**src/pssr_pkg.sv**
```systemverilog
`timescale 1ns / 1ps
`default_nettype none
// ----------------------------------------------------------------------------
// pssr_pkg
// shared types and constants of the pwm soft start regulator
// ----------------------------------------------------------------------------
package pssr_pkg;

	localparam int TICK_PERIOD_DEF = 10;

	localparam int LEVEL_W = 8;
	localparam int DUTY_W  = 16;
	localparam int CFG_IDX_W  = 3;
	localparam int CFG_DATA_W = 16;

	localparam logic [DUTY_W:0]  BAND_WIDTH = 17'd20;
	localparam logic [LEVEL_W:0] UP_STEP    = 9'd4;
	localparam logic [LEVEL_W-1:0] DOWN_STEP = 8'd1;

	typedef enum logic [1:0] {
		CMD_RESTART  = 2'd0,
		CMD_RAISE    = 2'd1,
		CMD_REGULATE = 2'd2,
		CMD_LOAD     = 2'd3
	} cmd_t;

	typedef enum logic [CFG_IDX_W-1:0] {
		REG_MAX_LEVEL   = 3'd0,
		REG_MIN_LEVEL   = 3'd1,
		REG_RAMP_STEP   = 3'd2,
		REG_TARGET_DUTY = 3'd3
	} reg_idx_t;

	typedef struct packed {
		logic [1:0]         cmd;
		logic [DUTY_W-1:0]  hall_duty;
		logic [LEVEL_W-1:0] load_value;
	} in_word_t;

	typedef struct packed {
		logic [LEVEL_W-1:0] pwm_level;
		logic               adjusted;
	} out_word_t;

	typedef struct packed {
		logic [LEVEL_W-1:0] max_level;
		logic [LEVEL_W-1:0] min_level;
		logic [LEVEL_W-1:0] ramp_step;
		logic [DUTY_W-1:0]  target_duty;
	} cfg_t;

endpackage
`default_nettype wire

```
**src/pwm_soft_start_regulator_unit.sv**
```systemverilog
`timescale 1ns / 1ps
`default_nettype none
// ----------------------------------------------------------------------------
// pwm_soft_start_regulator_unit
// tick driven pwm duty keeper with soft start ramp and deadband regulation
// ----------------------------------------------------------------------------
// One word per clock cycle: each accepted word updates the prescaler and duty
// registers in the same cycle and its result lands in an output register,
// so the result appears in the cycle after acceptance. The input is taken while
// the output register is empty or being drained in that cycle, so the block
// sustains one word per cycle when the downstream side keeps taking results.
module pwm_soft_start_regulator_unit #(
	parameter int TICK_PERIOD = pssr_pkg::TICK_PERIOD_DEF
) (
	input  wire logic                                clk,
	input  wire logic                                arst_n,
	input  wire logic                                in_valid,
	output logic                                     in_ready,
	input  wire pssr_pkg::in_word_t                  in_data,
	output logic                                     out_valid,
	input  wire logic                                out_ready,
	output pssr_pkg::out_word_t                      out_data,
	input  wire logic                                cfg_we,
	input  wire logic [pssr_pkg::CFG_IDX_W-1:0]      cfg_index,
	input  wire logic [pssr_pkg::CFG_DATA_W-1:0]     cfg_data
);

	localparam int CNT_W = $clog2(TICK_PERIOD + 1);

	pssr_pkg::cfg_t                   cfg_q;
	logic                             armed_q;
	logic [CNT_W-1:0]                 count_q;
	logic [pssr_pkg::LEVEL_W-1:0]     duty_q;
	logic                             out_valid_q;
	pssr_pkg::out_word_t              out_data_q;

	logic                             armed_nxt;
	logic [CNT_W-1:0]                 count_nxt;
	pssr_pkg::out_word_t              result;
	logic                             accept;

	assign in_ready  = !out_valid_q || out_ready;
	assign accept    = in_valid && in_ready;
	assign out_valid = out_valid_q;
	assign out_data  = out_data_q;

	pssr_step #(
		.TICK_PERIOD (TICK_PERIOD),
		.CNT_W       (CNT_W)
	) u_step (
		.word      (in_data),
		.cfg       (cfg_q),
		.armed     (armed_q),
		.count     (count_q),
		.duty      (duty_q),
		.armed_nxt (armed_nxt),
		.count_nxt (count_nxt),
		.result    (result)
	);

	always_ff @(posedge clk or negedge arst_n) begin
		if (!arst_n) begin
			cfg_q.max_level   <= 8'd255;
			cfg_q.min_level   <= 8'd0;
			cfg_q.ramp_step   <= 8'd1;
			cfg_q.target_duty <= 16'd0;
		end else if (cfg_we) begin
			unique case (cfg_index)
				pssr_pkg::REG_MAX_LEVEL:   cfg_q.max_level   <= cfg_data[pssr_pkg::LEVEL_W-1:0];
				pssr_pkg::REG_MIN_LEVEL:   cfg_q.min_level   <= cfg_data[pssr_pkg::LEVEL_W-1:0];
				pssr_pkg::REG_RAMP_STEP:   cfg_q.ramp_step   <= cfg_data[pssr_pkg::LEVEL_W-1:0];
				pssr_pkg::REG_TARGET_DUTY: cfg_q.target_duty <= cfg_data;
				default: begin
				end
			endcase
		end
	end

	always_ff @(posedge clk or negedge arst_n) begin
		if (!arst_n) begin
			armed_q     <= 1'b0;
			count_q     <= '0;
			duty_q      <= '0;
			out_valid_q <= 1'b0;
		end else begin
			if (accept) begin
				armed_q     <= armed_nxt;
				count_q     <= count_nxt;
				duty_q      <= result.pwm_level;
				out_valid_q <= 1'b1;
			end else if (out_ready) begin
				out_valid_q <= 1'b0;
			end
		end
	end

	always_ff @(posedge clk) begin
		if (accept) begin
			out_data_q <= result;
		end
	end

endmodule
`default_nettype wire

```
**src/pssr_step.sv**
```systemverilog
`timescale 1ns / 1ps
`default_nettype none
// ----------------------------------------------------------------------------
// pssr_step
// next state of the prescaler and duty for one input word
// ----------------------------------------------------------------------------
module pssr_step #(
	parameter int TICK_PERIOD = pssr_pkg::TICK_PERIOD_DEF,
	parameter int CNT_W       = $clog2(TICK_PERIOD + 1)
) (
	input  wire pssr_pkg::in_word_t                word,
	input  wire pssr_pkg::cfg_t                    cfg,
	input  wire logic                              armed,
	input  wire logic [CNT_W-1:0]                  count,
	input  wire logic [pssr_pkg::LEVEL_W-1:0]      duty,
	output logic                                   armed_nxt,
	output logic [CNT_W-1:0]                       count_nxt,
	output pssr_pkg::out_word_t                    result
);

	localparam logic [CNT_W-1:0] PERIOD = CNT_W'(TICK_PERIOD);

	logic [CNT_W-1:0]                  count_dec;
	logic                              expire;
	logic [pssr_pkg::LEVEL_W:0]        inc;
	logic [pssr_pkg::LEVEL_W:0]        raised_sum;
	logic [pssr_pkg::LEVEL_W-1:0]      raised;
	logic [pssr_pkg::LEVEL_W-1:0]      lowered;
	logic [pssr_pkg::DUTY_W:0]         hall_w;
	logic [pssr_pkg::DUTY_W:0]         tgt_w;
	logic                              above;
	logic                              below;
	logic [pssr_pkg::LEVEL_W-1:0]      duty_nxt;

	always_comb begin
		count_dec = count - CNT_W'(1);
		expire    = armed && (count_dec == '0);

		hall_w = {1'b0, word.hall_duty};
		tgt_w  = {1'b0, cfg.target_duty};
		// band compares kept unsigned by moving the offset to the other side
		above  = hall_w > (tgt_w + pssr_pkg::BAND_WIDTH);
		below  = (hall_w + pssr_pkg::BAND_WIDTH) < tgt_w;

		inc = (pssr_pkg::cmd_t'(word.cmd) == pssr_pkg::CMD_RAISE) ?
			{1'b0, cfg.ramp_step} : pssr_pkg::UP_STEP;
		raised_sum = {1'b0, duty} + inc;
		// saturate: cur + inc must stay strictly below max
		raised = (raised_sum < {1'b0, cfg.max_level}) ?
			raised_sum[pssr_pkg::LEVEL_W-1:0] : cfg.max_level;
		lowered = (duty > cfg.min_level) ? duty - pssr_pkg::DOWN_STEP : cfg.min_level;

		armed_nxt = armed;
		count_nxt = count;
		duty_nxt  = duty;
		unique case (pssr_pkg::cmd_t'(word.cmd))
			pssr_pkg::CMD_RESTART: begin
				armed_nxt = 1'b0;
				count_nxt = '0;
			end
			pssr_pkg::CMD_LOAD: begin
				duty_nxt = word.load_value;
			end
			pssr_pkg::CMD_RAISE, pssr_pkg::CMD_REGULATE: begin
				armed_nxt = 1'b1;
				if (!armed || expire) begin
					count_nxt = PERIOD;
				end else begin
					count_nxt = count_dec;
				end
				if (expire) begin
					if (pssr_pkg::cmd_t'(word.cmd) == pssr_pkg::CMD_RAISE || above) begin
						duty_nxt = raised;
					end else if (below) begin
						duty_nxt = lowered;
					end
				end
			end
			default: begin
			end
		endcase

		result.pwm_level = duty_nxt;
		result.adjusted  = expire && (pssr_pkg::cmd_t'(word.cmd) == pssr_pkg::CMD_RAISE ||
			pssr_pkg::cmd_t'(word.cmd) == pssr_pkg::CMD_REGULATE);
	end

endmodule
`default_nettype wire

```
**config.mk**
```make
export PLATFORM = sky130hd
export DESIGN_NAME = pwm_soft_start_regulator_unit
export DESIGN_NICKNAME = d
export VERILOG_FILES = /design/src/pssr_pkg.sv /design/src/pwm_soft_start_regulator_unit.sv /design/src/pssr_step.sv
export SDC_FILE = /design/constraint.sdc
export NUM_CORES = 1
export LEC_CHECK = 0
export BUFFER_PORTS_ARGS = -buffer_cell sky130_fd_sc_hd__buf_2
export CORE_ASPECT_RATIO = 0.6
export CORE_MARGIN = 2
export CORE_UTILIZATION = 35
export DETAILED_ROUTE_END_ITERATION = 10
export PLACE_DENSITY = 0.52
export SYNTH_ARGS = -nofsm -noshare
export SYNTH_HDL_FRONTEND = slang
export SYNTH_SLANG_ARGS = --single-unit
```
**constraint.sdc**
```tcl
create_clock -name clk -period 4.8 [get_ports clk]
set_input_delay 0.96 -clock clk [delete_from_list [all_inputs] [get_ports clk]]
set_output_delay 0.96 -clock clk [all_outputs]
set_load 0.02 [all_outputs]
```
==> metrics.txt <==
# TYPE chip_impl_metric gauge
chip_impl_metric{name="final_cells",unit=""} 829
chip_impl_metric{name="placed_area",unit="sq um"} 5640
chip_impl_metric{name="synth-compound-area-share",unit="%"} 18.3
chip_impl_metric{name="cts.reportedPaths.clkPinSlew",unit="ns"} 0.05
chip_impl_metric{name="antenna_diode_count",unit=""} 0
chip_impl_info{name="dominant_combinational_cell_family_by_area_after_synthesis",value="compound AO/OA/AOI/OAI gates"} 1
chip_impl_metric{name="io-pin-count",unit=""} 61
chip_impl_metric{name="seq_area",unit="sq um"} 1630
chip_impl_metric{name="gr-total-overflow",unit=""} 0
chip_impl_metric{name="worstMarginPinSlew",unit="ns"} 0.983
chip_impl_metric{name="synth_largest_type_area_fraction",unit="%"} 22.4
chip_impl_info{name="tritoncts_clock_tree",value="built"} 1
chip_impl_metric{name="hold-worst-slack",unit="ns"} 0.503
chip_impl_metric{name="first_pass_iters",unit=""} 4
chip_impl_info{name="crit_type",value="in2reg"} 1
chip_impl_metric{name="globalplace.congestion",unit=""} 0.878
chip_impl_metric{name="synth.ff_latch_count",unit=""} 63
chip_impl_metric{name="final.setup.worst_slack",unit="ns"} 0.210
chip_impl_metric{name="clock_insertion_delay_worst_skew",unit="ns"} 0.33
chip_impl_metric{name="hpwl",unit="um"} 11400
chip_impl_metric{name="detail_route.iter0.violations",unit=""} 274
chip_impl_metric{name="peakVddDrop",unit="mV"} 0.134
chip_impl_metric{name="syn_avg_cell_area",unit="sq um"} 9.01
chip_impl_metric{name="grtUsageTotal",unit="%"} 19.5
chip_impl_metric{name="clockBufferDepth",unit=""} 2
chip_impl_metric{name="grt_antenna_before_repair",unit=""} 0
chip_impl_metric{name="detail_route.drc_violations",unit=""} 0
chip_impl_metric{name="fillers",unit=""} 1380
chip_impl_metric{name="max-slew-margin-rel",unit="%"} 34.1
chip_impl_metric{name="report.final.setup_viol",unit=""} 0
chip_impl_info{name="run_status",value="finished, final reports clean"} 1
chip_impl_metric{name="synth-xor-area-share",unit="%"} 5.06
chip_impl_info{name="timing.hold.worst.start",value="cfg_q[23]$_DFFE_PN0P_"} 1
chip_impl_metric{name="layout-drive-gt1-share",unit="%"} 22.0
chip_impl_metric{name="final_period_minus_worst_setup_slack",unit="ns"} 4.59
chip_impl_metric{name="syn_area",unit="sq um"} 5020
chip_impl_metric{name="cell_area_after_layout",unit="sq um"} 6000
chip_impl_metric{name="core_area",unit="sq um"} 13800
chip_impl_info{name="hp-class",value="reg2reg"} 1
chip_impl_metric{name="syn-instance-count",unit=""} 557
chip_impl_metric{name="width_of_the_die",unit="um"} 159
chip_impl_metric{name="grt_start_max_net_pins",unit=""} 55
chip_impl_metric{name="timing.max_cap.violations",unit=""} 0
chip_impl_metric{name="timing_hold_violations_final",unit=""} 0
chip_impl_info{name="cts_root_buf",value="sky130_fd_sc_hd__clkbuf_16"} 1
chip_impl_info{name="start_kind",value="input port"} 1
chip_impl_metric{name="drt-wirelength-per-cell",unit="um"} 17.3
chip_impl_metric{name="routed-via-count",unit=""} 4440
chip_impl_metric{name="multi_input_area",unit="sq um"} 3220
chip_impl_metric{name="worst_path_fanout_max",unit=""} 7
chip_impl_metric{name="final_antenna_net_count",unit=""} 0
chip_impl_metric{name="initial_utilization",unit="%"} 36.3
chip_impl_metric{name="io_buffer_count",unit=""} 60
chip_impl_metric{name="p_leak",unit="nW"} 2.70
chip_impl_metric{name="holdBufCountCts",unit=""} 0
chip_impl_metric{name="cts-htree-levels",unit=""} 3
chip_impl_metric{name="synth.net_count",unit=""} 670
chip_impl_metric{name="post_synth_and_or_nand_nor_area_fraction",unit="%"} 16.5
chip_impl_metric{name="finalCritPeriodShare",unit="%"} 95.6
chip_impl_metric{name="tritoncts_num_sinks",unit=""} 63
chip_impl_info{name="worstSetupStartpoint",value="in_data[25]"} 1
chip_impl_metric{name="layout.nets",unit=""} 745
chip_impl_metric{name="synth.yosys.warnings",unit=""} 0
chip_impl_metric{name="grt_pass1_vias",unit=""} 4293
chip_impl_metric{name="detail_route.wirelength",unit="um"} 14400
chip_impl_metric{name="global_route_wire_length_before_repair",unit="um"} 23000
chip_impl_metric{name="totalNegativeSetupSlack",unit="ns"} 0
chip_impl_metric{name="worst_ep_arrival_time",unit="ns"} 4.67
chip_impl_metric{name="maxClockFrequency",unit="GHz"} 0.218
chip_impl_metric{name="cts_inserted_buffers",unit=""} 9
chip_impl_info{name="ys_top_cells_by_area",value="sky130_fd_sc_hd__dfrtp_1 22%, sky130_fd_sc_hd__ha_1 15%, sky130_fd_sc_hd__mux2_2 6.1%, sky130_fd_sc_hd__edfxtp_1 5.4%, sky130_fd_sc_hd__dfstp_2 4.7%"} 1
chip_impl_info{name="yosys_most_used_dff",value="sky130_fd_sc_hd__dfrtp_1"} 1
chip_impl_metric{name="worst_clk_skew",unit="ns"} 0.00718
chip_impl_info{name="synth_top_cell_by_area",value="sky130_fd_sc_hd__dfrtp_1"} 1
chip_impl_metric{name="yosysSeqAreaShare",unit="%"} 32.5
chip_impl_metric{name="yosys-mux-area-fraction",unit="%"} 7.06
chip_impl_metric{name="fp.dieArea",unit="sq um"} 15300
chip_impl_metric{name="synth_enable_flop_cells",unit=""} 9
chip_impl_metric{name="dieHeight",unit="um"} 96.7
chip_impl_metric{name="post_synth_fa_ha_maj_area_fraction",unit="%"} 15.9
chip_impl_info{name="critical_path.endpoint_type",value="flip-flop"} 1
chip_impl_metric{name="synthesis_to_layout_area_growth",unit="%"} 19.5
chip_impl_metric{name="crit_required",unit="ns"} 4.88
chip_impl_info{name="grt_setup_unrepaired",value="no"} 1
chip_impl_metric{name="average_vias_per_placed_instance",unit=""} 5.36
chip_impl_metric{name="preCtsSetupSlack",unit="ns"} -0.264
chip_impl_metric{name="synth_unique_cells",unit=""} 64
chip_impl_info{name="reg2reg_from",value="cfg_q[3]$_DFFE_PN0P_"} 1
chip_impl_metric{name="std_cell_rows",unit=""} 33
chip_impl_metric{name="ys_async_sr_fraction",unit="%"} 85.7
chip_impl_metric{name="cellPowerDensity",unit="nW/um^2"} 368
chip_impl_metric{name="dpl.cell_count",unit=""} 813
chip_impl_metric{name="finalMaxSlewViolations",unit=""} 0
-- cells in the mapped netlist (all sizes together) (4+ instances only) --
master and number:
a31oi 5, clkbuf 11, a211oi 6, dfrtp 45, mux2i 5, edfxtp 9
o21a 8, nand2 60, nand3 15, a21oi 32, nand4 8, ha 62
and2 7, inv 49, xor2 8, nor2 36, xnor2 21, mux2 27
a22oi 4, o31ai 5, o21ai 43, nor3 10, nand2b 11, dfstp 9
-- registers in the layout, indices dropped and copies added (netlist names) --
signal,flops
cfg_q,40
out_data,9
duty_q,8
count_q,4
armed_q,1
out_valid,1
-- logic make-up (layout without fill, tap and decap cells) --
logic type	Yosys count	after routing
fa+ha+maj	63	63
xor+xnor	29	29
flops	63	63
mux	32	32
simple gates	171	171
compound gates	138	138
buf+inv	61	141
-- final cells by class --
class,instances,share of cell area [%]
clock buffers,13,4.34
clock inverters,3,0.689
inverters,49,3.07
multi-input cells,433,53.7
flip-flops and latches,63,27.2
well taps,192,4.01
repair buffers,76,7.01
-- placed cells by master, fill, tap and decap left out, drive strengths merged, types with 7 or more instances in the layout --
| cell type | count |
|---|---|
| inv | 50 |
| nand2 | 60 |
| a21oi | 32 |
| xnor2 | 21 |
| ha | 62 |
| nand4 | 8 |
| mux2 | 27 |
| edfxtp | 9 |
| o21a | 8 |
| o21ai | 43 |
| nand2b | 11 |
| nand3 | 15 |
| buf | 76 |
| nor3 | 10 |
| xor2 | 8 |
| nor2 | 36 |
| dfstp | 9 |
| clkbuf | 13 |
| dfrtp | 45 |
| and2 | 7 |
-- critical path, cell delays in order --
cell and delay (ns):
sky130_fd_sc_hd__buf_2 0.11, sky130_fd_sc_hd__inv_1 0.07, sky130_fd_sc_hd__ha_2 0.25, sky130_fd_sc_hd__and2_1 0.14, sky130_fd_sc_hd__ha_1 0.16, sky130_fd_sc_hd__inv_1 0.06, sky130_fd_sc_hd__fa_1 0.40, sky130_fd_sc_hd__nor2b_1 0.18
sky130_fd_sc_hd__o31ai_1 0.10, sky130_fd_sc_hd__nand2b_1 0.09, sky130_fd_sc_hd__a21oi_1 0.08, sky130_fd_sc_hd__xnor2_1 0.23, sky130_fd_sc_hd__ha_1 0.28, sky130_fd_sc_hd__o21ai_1 0.16, sky130_fd_sc_hd__nor3_1 0.07, sky130_fd_sc_hd__o31a_1 0.13
sky130_fd_sc_hd__a311oi_4 0.35, sky130_fd_sc_hd__buf_4 0.21, sky130_fd_sc_hd__nor2_1 0.04, sky130_fd_sc_hd__a21oi_1 0.15, sky130_fd_sc_hd__nor2_1 0.08, sky130_fd_sc_hd__o32a_1 0.33
-- routing by layer --
layer  GRT usage [%]  part of all wire, %
met5               0                    0
met2            25.4                   39
met1            31.3                   55
met3            5.47                  5.9
met4            3.95                 0.84
-- metrics by stage --
stage	utilization [%]	total power [W]
final	43.3	0.00221
after global routing	43.3	0.00238
after global placement	40.8	0.00151
after CTS	43.0	0.00220
after floorplan	-	0.00128
after detailed placement	40.8	0.00153
-- path summary, 6_finish.rpt --
path / slack [ns] / cells past startpoint / endpoint
setup / recovery: 0.21 / 22 / out_data[5]$_DFFE_PP_
setup reg to reg: 0.45 / 13 / out_data[5]$_DFFE_PP_
hold reg to reg: 0.50 / 1 / cfg_q[23]$_DFFE_PN0P_
min in group asynchronous: 0.76 / 2 / cfg_q[26]$_DFFE_PN0P_
max in group asynchronous: 3.53 / 2 / duty_q[4]$_DFFE_PN0P_
hold / removal: 0.50 / 1 / cfg_q[23]$_DFFE_PN0P_
-- repair_timing --
| action | in CTS | in global routing |
|---|---|---|
| setup buffers | 0 | 0 |
| setup endpoints to repair | 0 | 11 |
| resized for setup | 0 | 8 |
-- power breakdown --
part | internal (W) | leakage [nW] | switching (W)
clock network | 0.000430 | 0.150 | 0.000235
registers | 0.000651 | 0.739 | 0.0000863
logic | 0.000346 | 1.81 | 0.000459
total | 0.00143 | 2.70 | 0.000780
Note: power is estimated with default switching activity, not from simulation.
